File: src/sv/sord_pkg.sv
package sord_pkg;

    // Sweep geometry and object cap
    localparam int SCAN_LEN    = 90;
    localparam int MAX_OBJECTS = 5;

    // Field widths
    localparam int SAMPLE_W = 16;
    localparam int IDX_W    = 7;
    localparam int OBJ_W    = 3;
    localparam int ANGLE_W  = 8;
    localparam int COUNT_W  = 7;
    localparam int OCNT_W   = $clog2(MAX_OBJECTS + 1);

    // Result queue depth
    localparam int QUEUE_DEPTH = 4;
    localparam int QPTR_W      = $clog2(QUEUE_DEPTH);
    localparam int QCNT_W      = $clog2(QUEUE_DEPTH + 1);

    // Configuration register indexes
    localparam int CFG_IDX_W = 2;
    localparam logic [CFG_IDX_W-1:0] REG_NEAR_LIMIT = 2'd0;
    localparam logic [CFG_IDX_W-1:0] REG_TOLERANCE  = 2'd1;
    localparam logic [CFG_IDX_W-1:0] REG_MIN_POINTS = 2'd2;

    // Configuration reset values
    localparam logic [SAMPLE_W-1:0] NEAR_LIMIT_RST = 16'd600;
    localparam logic [SAMPLE_W-1:0] TOLERANCE_RST  = 16'd40;
    localparam logic [COUNT_W-1:0]  MIN_POINTS_RST = 7'd4;

    typedef struct packed {
        logic [SAMPLE_W-1:0] sample_mm;
        logic                scan_start;
    } in_word_t;

    typedef struct packed {
        logic [OBJ_W-1:0]   object_number;
        logic [IDX_W-1:0]   start_index;
        logic [IDX_W-1:0]   finish_index;
        logic [IDX_W-1:0]   width;
        logic [ANGLE_W-1:0] center_angle;
    } out_word_t;

    typedef struct packed {
        logic [SAMPLE_W-1:0] near_limit;
        logic [SAMPLE_W-1:0] tolerance;
        logic [COUNT_W-1:0]  min_points;
    } cfg_t;

    typedef struct packed {
        logic full;
        logic empty;
    } queue_status_t;

endpackage

File: src/sv/sord_front.sv
module sord_front (
    input  logic               clk,
    input  logic               rst_n,
    input  logic               accept,
    input  sord_pkg::in_word_t in_word,
    input  sord_pkg::cfg_t     cfg,
    output logic               push,
    output sord_pkg::out_word_t push_word
);
    import sord_pkg::*;

    logic [SAMPLE_W-1:0] previous_sample_reg, previous_sample_next;
    logic [IDX_W-1:0]    sample_index_reg, sample_index_next;
    logic [IDX_W-1:0]    run_start_reg, run_start_next;
    logic                run_active_reg, run_active_next;
    logic [COUNT_W-1:0]  point_count_reg, point_count_next;
    logic [OCNT_W-1:0]   object_count_reg, object_count_next;

    logic [IDX_W-1:0]    idx;
    logic [IDX_W-1:0]    first;
    logic [SAMPLE_W-1:0] diff;
    logic                in_range;
    logic                emit;

    // Classify the sample against the previous one
    always_comb
    begin
        idx      = sample_index_reg + IDX_W'(1);
        first    = run_start_reg - IDX_W'(1);
        in_range = sample_index_reg < IDX_W'(SCAN_LEN - 1);
        diff     = (in_word.sample_mm >= previous_sample_reg)
                   ? in_word.sample_mm - previous_sample_reg
                   : previous_sample_reg - in_word.sample_mm;
        emit     = 1'b0;

        previous_sample_next = previous_sample_reg;
        sample_index_next    = sample_index_reg;
        run_start_next       = run_start_reg;
        run_active_next      = run_active_reg;
        point_count_next     = point_count_reg;
        object_count_next    = object_count_reg;

        if (in_word.scan_start)
        begin
            previous_sample_next = in_word.sample_mm;
            sample_index_next    = '0;
            run_start_next       = '0;
            run_active_next      = 1'b0;
            point_count_next     = '0;
            object_count_next    = '0;
        end
        else if (in_range)
        begin
            sample_index_next    = idx;
            previous_sample_next = in_word.sample_mm;
            if (in_word.sample_mm < cfg.near_limit && diff <= cfg.tolerance)
            begin
                // Open or extend the run
                if (!run_active_reg)
                begin
                    run_active_next = 1'b1;
                    run_start_next  = idx;
                end
                if (point_count_reg != {COUNT_W{1'b1}})
                begin
                    point_count_next = point_count_reg + COUNT_W'(1);
                end
            end
            else
            begin
                // Close the run; a near break of a long run emits an object
                if (in_word.sample_mm < cfg.near_limit && run_active_reg &&
                    point_count_reg >= cfg.min_points &&
                    object_count_reg < OCNT_W'(MAX_OBJECTS))
                begin
                    emit              = 1'b1;
                    object_count_next = object_count_reg + OCNT_W'(1);
                end
                run_active_next  = 1'b0;
                point_count_next = COUNT_W'(1);
            end
        end
    end

    // Build the object word
    always_comb
    begin
        push                    = accept && emit;
        push_word.object_number = OBJ_W'(object_count_reg);
        push_word.start_index   = first;
        push_word.finish_index  = idx;
        push_word.width         = idx - first;
        push_word.center_angle  = ANGLE_W'(idx) + ANGLE_W'(first);
    end

    // Advance sweep state on each accepted word
    always_ff @(posedge clk or negedge rst_n)
    begin
        if (!rst_n)
        begin
            previous_sample_reg <= '0;
            sample_index_reg    <= '0;
            run_start_reg       <= '0;
            run_active_reg      <= 1'b0;
            point_count_reg     <= '0;
            object_count_reg    <= '0;
        end
        else if (accept)
        begin
            previous_sample_reg <= previous_sample_next;
            sample_index_reg    <= sample_index_next;
            run_start_reg       <= run_start_next;
            run_active_reg      <= run_active_next;
            point_count_reg     <= point_count_next;
            object_count_reg    <= object_count_next;
        end
    end

endmodule

File: src/sv/sord_queue.sv
module sord_queue (
    input  logic                    clk,
    input  logic                    rst_n,
    input  logic                    push,
    input  sord_pkg::out_word_t     push_word,
    input  logic                    pop,
    output sord_pkg::out_word_t     head_word,
    output sord_pkg::queue_status_t status
);
    import sord_pkg::*;

    out_word_t         mem [QUEUE_DEPTH];
    logic [QPTR_W-1:0] wr_ptr_reg;
    logic [QPTR_W-1:0] rd_ptr_reg;
    logic [QCNT_W-1:0] count_reg, count_next;

    // Report fill state
    always_comb
    begin
        status.full  = count_reg == QCNT_W'(QUEUE_DEPTH);
        status.empty = count_reg == '0;
        head_word    = mem[rd_ptr_reg];
        count_next   = count_reg + QCNT_W'(push) - QCNT_W'(pop);
    end

    // Store pushed words
    always_ff @(posedge clk)
    begin
        if (push)
        begin
            mem[wr_ptr_reg] <= push_word;
        end
    end

    // Advance pointers and count
    always_ff @(posedge clk or negedge rst_n)
    begin
        if (!rst_n)
        begin
            wr_ptr_reg <= '0;
            rd_ptr_reg <= '0;
            count_reg  <= '0;
        end
        else
        begin
            if (push)
            begin
                wr_ptr_reg <= (wr_ptr_reg == QPTR_W'(QUEUE_DEPTH - 1))
                              ? '0 : wr_ptr_reg + QPTR_W'(1);
            end
            if (pop)
            begin
                rd_ptr_reg <= (rd_ptr_reg == QPTR_W'(QUEUE_DEPTH - 1))
                              ? '0 : rd_ptr_reg + QPTR_W'(1);
            end
            count_reg <= count_next;
        end
    end

endmodule

File: src/sv/scan_run_object_detector.sv
// Near-object detector over one sweep of distance samples.
// Input channel (in_valid / in_stall / in_word): one distance sample per
// word; scan_start marks sample index 0 of a sweep and clears the run and
// object count. A word is taken at an edge with in_valid high and in_stall low.
// Output channel (out_valid / out_stall / out_word): one object word when a
// run of near, neighboring samples breaks with enough points.
// Configuration channel (cfg_valid / cfg_ready / cfg_index / cfg_data):
// index 0 near_limit, 1 tolerance, 2 min_points; cfg_ready is always high.
// Throughput: one sample per cycle while in_stall is low. The front classifier
// updates the sweep state in the cycle of acceptance and pushes any object into
// a four-word queue; an empty queue raises out_valid in the next cycle.
// When the receiver holds out_stall, objects collect in the queue; in_stall
// rises only while the queue holds four words, and drops as soon as one is
// taken. Samples that produce no object still need a free queue slot only
// when the queue is full.
// Reset clears the sweep state, empties the queue and loads the default
// configuration (near_limit 600, tolerance 40, min_points 4).
module scan_run_object_detector (
    input  logic                               clk,
    input  logic                               rst_n,
    input  logic                               in_valid,
    output logic                               in_stall,
    input  sord_pkg::in_word_t                 in_word,
    output logic                               out_valid,
    input  logic                               out_stall,
    output sord_pkg::out_word_t                out_word,
    input  logic                               cfg_valid,
    output logic                               cfg_ready,
    input  logic [sord_pkg::CFG_IDX_W-1:0]     cfg_index,
    input  logic [sord_pkg::SAMPLE_W-1:0]      cfg_data
);
    import sord_pkg::*;

    cfg_t          cfg_reg;
    queue_status_t qstat;
    logic          in_accept;
    logic          push;
    out_word_t     push_word;
    logic          pop;

    // Handshakes
    assign cfg_ready = 1'b1;
    assign in_stall  = qstat.full;
    assign in_accept = in_valid && !qstat.full;
    assign out_valid = !qstat.empty;
    assign pop       = out_valid && !out_stall;

    // Hold configuration registers
    always_ff @(posedge clk or negedge rst_n)
    begin
        if (!rst_n)
        begin
            cfg_reg.near_limit <= NEAR_LIMIT_RST;
            cfg_reg.tolerance  <= TOLERANCE_RST;
            cfg_reg.min_points <= MIN_POINTS_RST;
        end
        else if (cfg_valid && cfg_ready)
        begin
            unique case (cfg_index)
                REG_NEAR_LIMIT: cfg_reg.near_limit <= cfg_data;
                REG_TOLERANCE:  cfg_reg.tolerance  <= cfg_data;
                REG_MIN_POINTS: cfg_reg.min_points <= cfg_data[COUNT_W-1:0];
                default: ;
            endcase
        end
    end

    sord_front u_front (
        .clk       (clk),
        .rst_n     (rst_n),
        .accept    (in_accept),
        .in_word   (in_word),
        .cfg       (cfg_reg),
        .push      (push),
        .push_word (push_word)
    );

    sord_queue u_queue (
        .clk       (clk),
        .rst_n     (rst_n),
        .push      (push),
        .push_word (push_word),
        .pop       (pop),
        .head_word (out_word),
        .status    (qstat)
    );

`ifndef SYNTHESIS
    // A full queue always has a word to offer
    a_full_has_word: assert property (@(posedge clk) disable iff (!rst_n)
        in_stall |-> out_valid)
        else $error("queue full without a word to deliver");

    // Center angle is finish plus start
    a_center_sum: assert property (@(posedge clk) disable iff (!rst_n)
        out_valid |-> out_word.center_angle ==
            ANGLE_W'(out_word.finish_index) + ANGLE_W'(out_word.start_index))
        else $error("center angle mismatch");

    // Object numbers stay below the cap
    a_object_cap: assert property (@(posedge clk) disable iff (!rst_n)
        out_valid |-> out_word.object_number < OBJ_W'(MAX_OBJECTS))
        else $error("object number beyond cap");

    // A sweep start word never produces an object
    a_start_silent: assert property (@(posedge clk) disable iff (!rst_n)
        (in_accept && in_word.scan_start) |-> !push)
        else $error("object pushed on sweep start");
`endif

endmodule

File: config.mk
export PLATFORM = sky130hd
export DESIGN_NAME = scan_run_object_detector
export DESIGN_NICKNAME = d
export VERILOG_FILES = /design/src/sv/sord_pkg.sv /design/src/sv/sord_front.sv /design/src/sv/sord_queue.sv /design/src/sv/scan_run_object_detector.sv
export SDC_FILE = /design/constraint.sdc
export NUM_CORES = 1
export LEC_CHECK = 0
export BUFFER_PORTS_ARGS = -buffer_cell sky130_fd_sc_hd__buf_2
export CAP_MARGIN = 0
export CORE_AREA = 2 2 197 199
export CTS_CLUSTER_DIAMETER = 30
export DETAILED_ROUTE_END_ITERATION = 10
export DIE_AREA = 0 0 199 201
export SLEW_MARGIN = 20
export SYNTH_ARGS = -nofsm -noshare
export SYNTH_HDL_FRONTEND = slang
export SYNTH_SLANG_ARGS = --single-unit
export TNS_END_PERCENT = 30
File: constraint.sdc
create_clock -name clk -period 5.47 [get_ports clk]
set_input_delay 0.547 -clock clk [delete_from_list [all_inputs] [get_ports clk]]
set_output_delay 0.547 -clock clk [all_outputs]
set_load 0.01 [all_outputs]
==> results of run 1 <==
[layout by cell type, fill, tap and decap left out, drive strengths merged, types with 7 or more instances in the layout]
cell	synthesis	layout
a21o	27	27
a21oi	39	39
buf	18	96
clkbuf	13	50
clkinv	0	13
dfrtp	80	80
dfstp	7	7
edfxtp	124	124
ha	93	93
inv	101	106
mux2	33	33
mux2i	7	7
mux4	31	31
nand2	64	64
nand2b	12	12
nand3	13	13
nand4	11	11
nor2	38	38
nor2b	8	8
o21a	7	7
o21ai	59	59
o2bb2ai	8	8
o31ai	11	11
xnor2	21	21
xor2	14	14
[cell families after synthesis]
logic type                 after synthesis  share of synthesized area
DFF                                    211                      0.525
adders and majority gates               98                      0.112
AOI/OAI and AO/OA                      184                      0.106
muxes                                   71                      0.102
and+or+nand+nor                        177                     0.0774
buffers and inverters                  132                     0.0491
xor gates and xnor gates                35                     0.0273
other                                    1                   0.000333
[cell type report]
type                    count  area, sq um  area share
flip-flops and latches    211         5910       0.428
multi-input cells         566         4830       0.349
clock buffers              50         1140      0.0825
well taps                 518          648      0.0469
repair buffers             97          613      0.0443
inverters                 101          379      0.0274
clock inverters            25          307      0.0222
[per-layer routing]
metal	track usage	vias to the layer above	part of all wire
met4	0.0322	4	0.016
met5	0	-	0.00091
met3	0.0299	42	0.047
li1	-	3512	-
met1	0.164	3544	0.46
met2	0.213	137	0.48
[metrics by stage]
| step | worst slack (ps) | setup TNS (ps) | utilization |
|---|---|---|---|
| final | 340 | 0 | 0.363 |
| after global routing | 74.6 | 0 | 0.363 |
| after CTS | 98.2 | 0 | 0.362 |
| after detailed placement | -146 | -10670 | 0.324 |
| after global placement | 32.5 | 0 | 0.324 |
| after floorplan | 90.8 | 0 | - |
[worst max-delay path, stage by stage, from the launching register on]
cell	delay, ps
dfrtp_1	390
ha_1	380
nand4_4	130
o41ai_1	510
nor3_2	140
o31ai_4	340
buf_12	210
mux2_4	310
a21oi_2	150
xnor2_1	80
ha_1	300
nand4_1	150
or2_1	300
o22a_1	260
o311ai_4	110
nand4_1	210
nor2_2	180
ha_1	150
inv_1	40
fa_1	370
xnor2_1	200
xnor2_1	140
[Yosys cell counts (all sizes together), types with 8 or more instances]
cell type    n  share of area
clkbuf      13         0.0043
a21o        27          0.018
a21oi       39          0.018
buf         18          0.011
mux2        33          0.034
inv        101          0.034
nand4       11         0.0075
nor2        38          0.013
xor2        14          0.011
o21ai       59          0.026
xnor2       21          0.016
nand2b      12         0.0067
o2bb2ai      8         0.0062
nand2       64          0.021
nand3       13         0.0058
mux4        31          0.062
dfrtp       80           0.18
ha          93           0.10
edfxtp     124           0.33
o31ai       11         0.0086
nor2b        8         0.0045
[power breakdown]
| group | total, mW | internal (mW) | leakage [nW] | switching (mW) |
|---|---|---|---|---|
| clock | 2.59 | 1.73 | 0.707 | 0.856 |
| combinational | 2.80 | 1.19 | 2.99 | 1.61 |
| sequential | 2.24 | 2.13 | 2.22 | 0.110 |
[what timing repair did]
item                                    in CTS  in global routing
endpoints found under the setup margin       0                127
hold buffers                                 1                  0
hold endpoints to repair                    25                  0
setup buffers                                0                  0
resized for setup                            0                  3
[worst max-delay path by stage]
stage	from	to
2_1_floorplan	in_word[7]	u_queue.mem[3][10]
3_3_place_gp	in_word[1]	u_queue.count_reg[2]
3_5_place_dp	in_word[6]	u_queue.count_reg[2]
4_1_cts	u_front.previous_sample_reg[0]	u_queue.count_reg[2]
5_1_grt	u_front.previous_sample_reg[0]	u_queue.count_reg[2]
6_report	u_front.previous_sample_reg[5]	u_queue.count_reg[2]
==> impl_metrics.tcl, run 1 <==
set metrics [dict create \
    syn_area_per_cell_sq_um 12.4 \
    fillers 3692 \
    run_status "completed" \
    drc 0 \
    clkSinkCount 211 \
    r2r_setup_slack_ps 340 \
    min_to "cfg_reg[33]" \
    synth_area_sq_um 11200 \
    routedWlPerCell_um 15.5 \
    crit_required_ps 5910 \
    path_clk_slew_ps 40 \
    finalClockSkew_ps 20.5 \
    fin_cells 1568 \
    p_total_mw 7.63 \
    pin_count 75 \
    wl_mm 24.3 \
    track_usage 0.127 \
    die_w_um 199 \
    crit_path_max_fanout 19 \
    ys_types 69 \
    grt_start_max_net_pins 54 \
    antenna_found_initial 2 \
    relSlewSlack 0.319 \
    viasPerCell 4.62 \
    timing.rr.start "u_front.previous_sample_reg[5]" \
    whs_path_depth 3 \
    setup_viol 0 \
    clkLatencyLatePin_ps 530 \
    coreArea_sq_um 38100 \
    p_per_area_nw_per_um2 552 \
    rsz0062_at_grt "no" \
    post-route-period-util 0.938 \
    area_growth_pct 22.9 \
    place.gp.congestion 0.869 \
    grt_pass1_vias 7482 \
    finalHoldViolations 0 \
    cts-htree-levels 2 \
    largest_reg_flops 124 \
    initial_core_util 0.295 \
    fmax_ghz 0.195 \
    netlist_instances 909 \
    drt_iter0_markers 303 \
    p_leak_nw 5.91 \
    die_h_um 201 \
    synth-main-ff-cell "edfxtp_1" \
    cts_buffer_depth 3 \
    gr-total-overflow 0 \
    cts_root_buf "clkbuf_16" \
    async_flop_share 0.412 \
    rr_endpoint "u_queue.count_reg[2]" \
    final_area_sq_um 13800 \
    dr.pass1.iters 7 \
    hold_class "in -> reg" \
    worstPathArrival_ps 5570 \
    cts_inserted_buffers 41 \
    reg2reg_depth 21 \
    slew_violations 0 \
    syn_nets 1047 \
    ir_drop_mv 0.265 \
    ys_ff_latch 211 \
    holdWs_ps 248 \
    min_from "cfg_data[10]" \
    row_count 72 \
    placed_area_sq_um 12300 \
    min_period_ps 5130 \
    antenna_left 0 \
    cts_tree "done" \
    dp_hpwl_mm 17.1 \
    synth.yosys.seq_area_share 0.525 \
    synth_edf_count 124 \
    dp.cells 1492 \
    port_buffers 73 \
    design.die.area_sq_um 40000 \
    nets 1156 \
    worst_setup_path_end_kind "flip-flop" \
    worst-setup-path-type "reg -> reg" \
    final_layout_size_suffix_gt1_frac 0.234 \
    worst_slew_pin_slew_ps 1020 \
    yosysWarnings 0 \
    drv_cap 0 \
    grt_pass1_wl_mm 39.9 \
    vias 7239 \
    start_kind "flip-flop" \
    antenna_cells 0 \
]
No activity file was read; power rests on OpenSTA's default activity.
==> run 2, diff against run 1 <==
CORE_AREA = 2 2 235 167   (was 2 2 197 199)
DIE_AREA = 0 0 237 169   (was 0 0 199 201)
TNS_END_PERCENT = default   (was 30)
==> run 2 against run 1 <==
- sequential power barely moved
- routed wire length rose by 5.2%
- final area rose by 0.43%
- cell count fell by 0.77%
- largest cell class unchanged
- largest power group unchanged
==> impl_metrics.tcl, run 2 (synthesis gave the netlist of run 1 again) <==
set metrics [dict create \
    coreArea_sq_um 37900 \
    largest_reg_flops 124 \
    initial_core_util 0.297 \
    dr.pass1.iters 4 \
    antenna_left 0 \
    grt_pass1_wl_mm 40.8 \
    finalClockSkew_ps 26.0 \
    cts_inserted_buffers 48 \
    relSlewSlack 0.481 \
    cts-htree-levels 2 \
    pre_cts_slack_ps 109 \
    setup_viol 0 \
    vias 7299 \
    fmax_ghz 0.195 \
    drt_iter0_markers 373 \
    routedWlPerCell_um 16.4 \
    grt_pass1_vias 7364 \
    fillers 3628 \
    holdWs_ps 255 \
    nets 1161 \
    viasPerCell 4.69 \
    clkSinkCount 211 \
    final_cell_mix "edfxtp_1 (124), inv_1 (101), ha_1 (93), dfrtp_1 (79), buf_2 (72)" \
    min_period_ps 5120 \
    setup_ws_ps 352 \
    post-route-period-util 0.936 \
    crit_chain "inv_1, ha_1, inv_1, fa_1, a21o_1, a21o_1, a221oi_1, o21ai_1, o21a_1, o21a_1, o31ai_1, xnor2_1, ha_1, nand4_1, or2_1, o22a_1, o311ai_2, nand4_1, nor2_2, ha_1, inv_1, fa_1, xnor2_1, xnor2_1" \
    worst_slew_pin_slew_ps 776 \
    critPathTopFamily "compound AO/OA/AOI/OAI gates" \
    gr-total-overflow 0 \
    rsz0062_at_grt "no" \
    setup_tns_ps 0 \
    hold_class "in -> reg" \
    run_status "completed" \
    p_leak_nw 5.93 \
    start_kind "flip-flop" \
    final_area_sq_um 13900 \
    grt_start_max_net_pins 57 \
    placed_area_sq_um 12300 \
    p_per_area_nw_per_um2 565 \
    crit_slowest_cell "dfrtp_1" \
    place.gp.congestion 0.914 \
    slew_violations 0 \
    track_usage 0.129 \
    p_total_mw 7.85 \
    cts_buffer_depth 3 \
    final_common_cell "edfxtp_1" \
    cts_setup_buffers 0 \
    ir_drop_mv 0.228 \
    wl_mm 25.5 \
    design.die.area_sq_um 40100 \
    pin_count 75 \
    die_w_um 237 \
    path_clk_slew_ps 40 \
    area_growth_pct 23.5 \
    crit_path_max_fanout 3 \
    worst-setup-path-type "reg -> reg" \
    final_layout_size_suffix_gt1_frac 0.232 \
    worstPathArrival_ps 5550 \
    row_count 60 \
    cts_root_buf "clkbuf_16" \
    crit_buf_inv 3 \
    cts_tree "done" \
    dp_hpwl_mm 17.8 \
    crit_required_ps 5900 \
    finalHoldViolations 0 \
    die_h_um 169 \
    cp_slowest_stage_delay_ps 390 \
    drv_cap 0 \
    worst_setup_path_end_kind "flip-flop" \
    drc 0 \
    clkLatencyLatePin_ps 540 \
    port_buffers 73 \
    antenna_found_initial 2 \
]
==> run 2: cell types whose count changed in the layout (fill, tap and decap cells not counted), moves of 2 or more <==
cell and change:
inv_6 -2, clkbuf_1 +10, clkinv_2 +3, clkbuf_16 +6, buf_4 -2, clkinv_4 -4
==> run 2: layout make-up <==
cell class                      count  area (sq um)  share of cell area
Clock buffer                       65          1320              0.0947
Antenna cell                        1          2.50            0.000180
Timing Repair Buffer               95           589              0.0424
Multi-Input combinational cell    566          4810               0.347
Tap cell                          496           621              0.0447
Inverter                          101           379              0.0273
Sequential cell                   211          5910               0.426
Clock inverter                     21           253              0.0182
==> run 2: report_power, final <==
| group | internal [mW] | switching (mW) | total (mW) |
|---|---|---|---|
| combinational | 1.19 | 1.68 | 2.87 |
| sequential | 2.14 | 0.109 | 2.25 |
| clock | 1.90 | 0.842 | 2.74 |
==> run 2: tightest hold or removal path, stage by stage <==
cell,delay [ps]
buf_2,90
nand2_1,40
o21ai_0,60
==> run 2: per-stage QoR <==
| stage | std cells | utilization |
|---|---|---|
| floorplan | 909 | - |
| finish | 1556 | 0.366 |
| detailed placement | 1467 | 0.324 |
| global route | 1556 | 0.366 |
| global placement | 1467 | 0.324 |
| CTS | 1554 | 0.366 |
==> run 2: repair_timing <==
action | CTS | global route
endpoints found under the hold margin | 26 | 0
endpoints found under the setup margin | 0 | 126
resized for setup | 0 | 2
hold buffers | 1 | 0
==> run 2: layer usage <==
layer	vias to the layer above	routed length (um)	track usage
met2	174	10100	0.179
met5	-	13	0
met4	2	497	0.0380
li1	3531	-	-
met1	3542	13500	0.199
met3	50	1380	0.0285
==> run 2: worst paths after layout <==
kind                       slack [ps]  cells past startpoint                    to                      startpoint
setup / recovery                  350                     24  u_queue.count_reg[2]  u_front.previous_sample_reg[0]
hold / removal                    250                      3           cfg_reg[33]                    cfg_data[10]
setup reg to reg                  350                     24  u_queue.count_reg[2]  u_front.previous_sample_reg[0]
hold reg to reg                   500                      2           cfg_reg[32]                     cfg_reg[32]
max in group asynchronous        3860                      3  u_queue.count_reg[0]                           rst_n
min in group asynchronous         520                      2           cfg_reg[28]                           rst_n
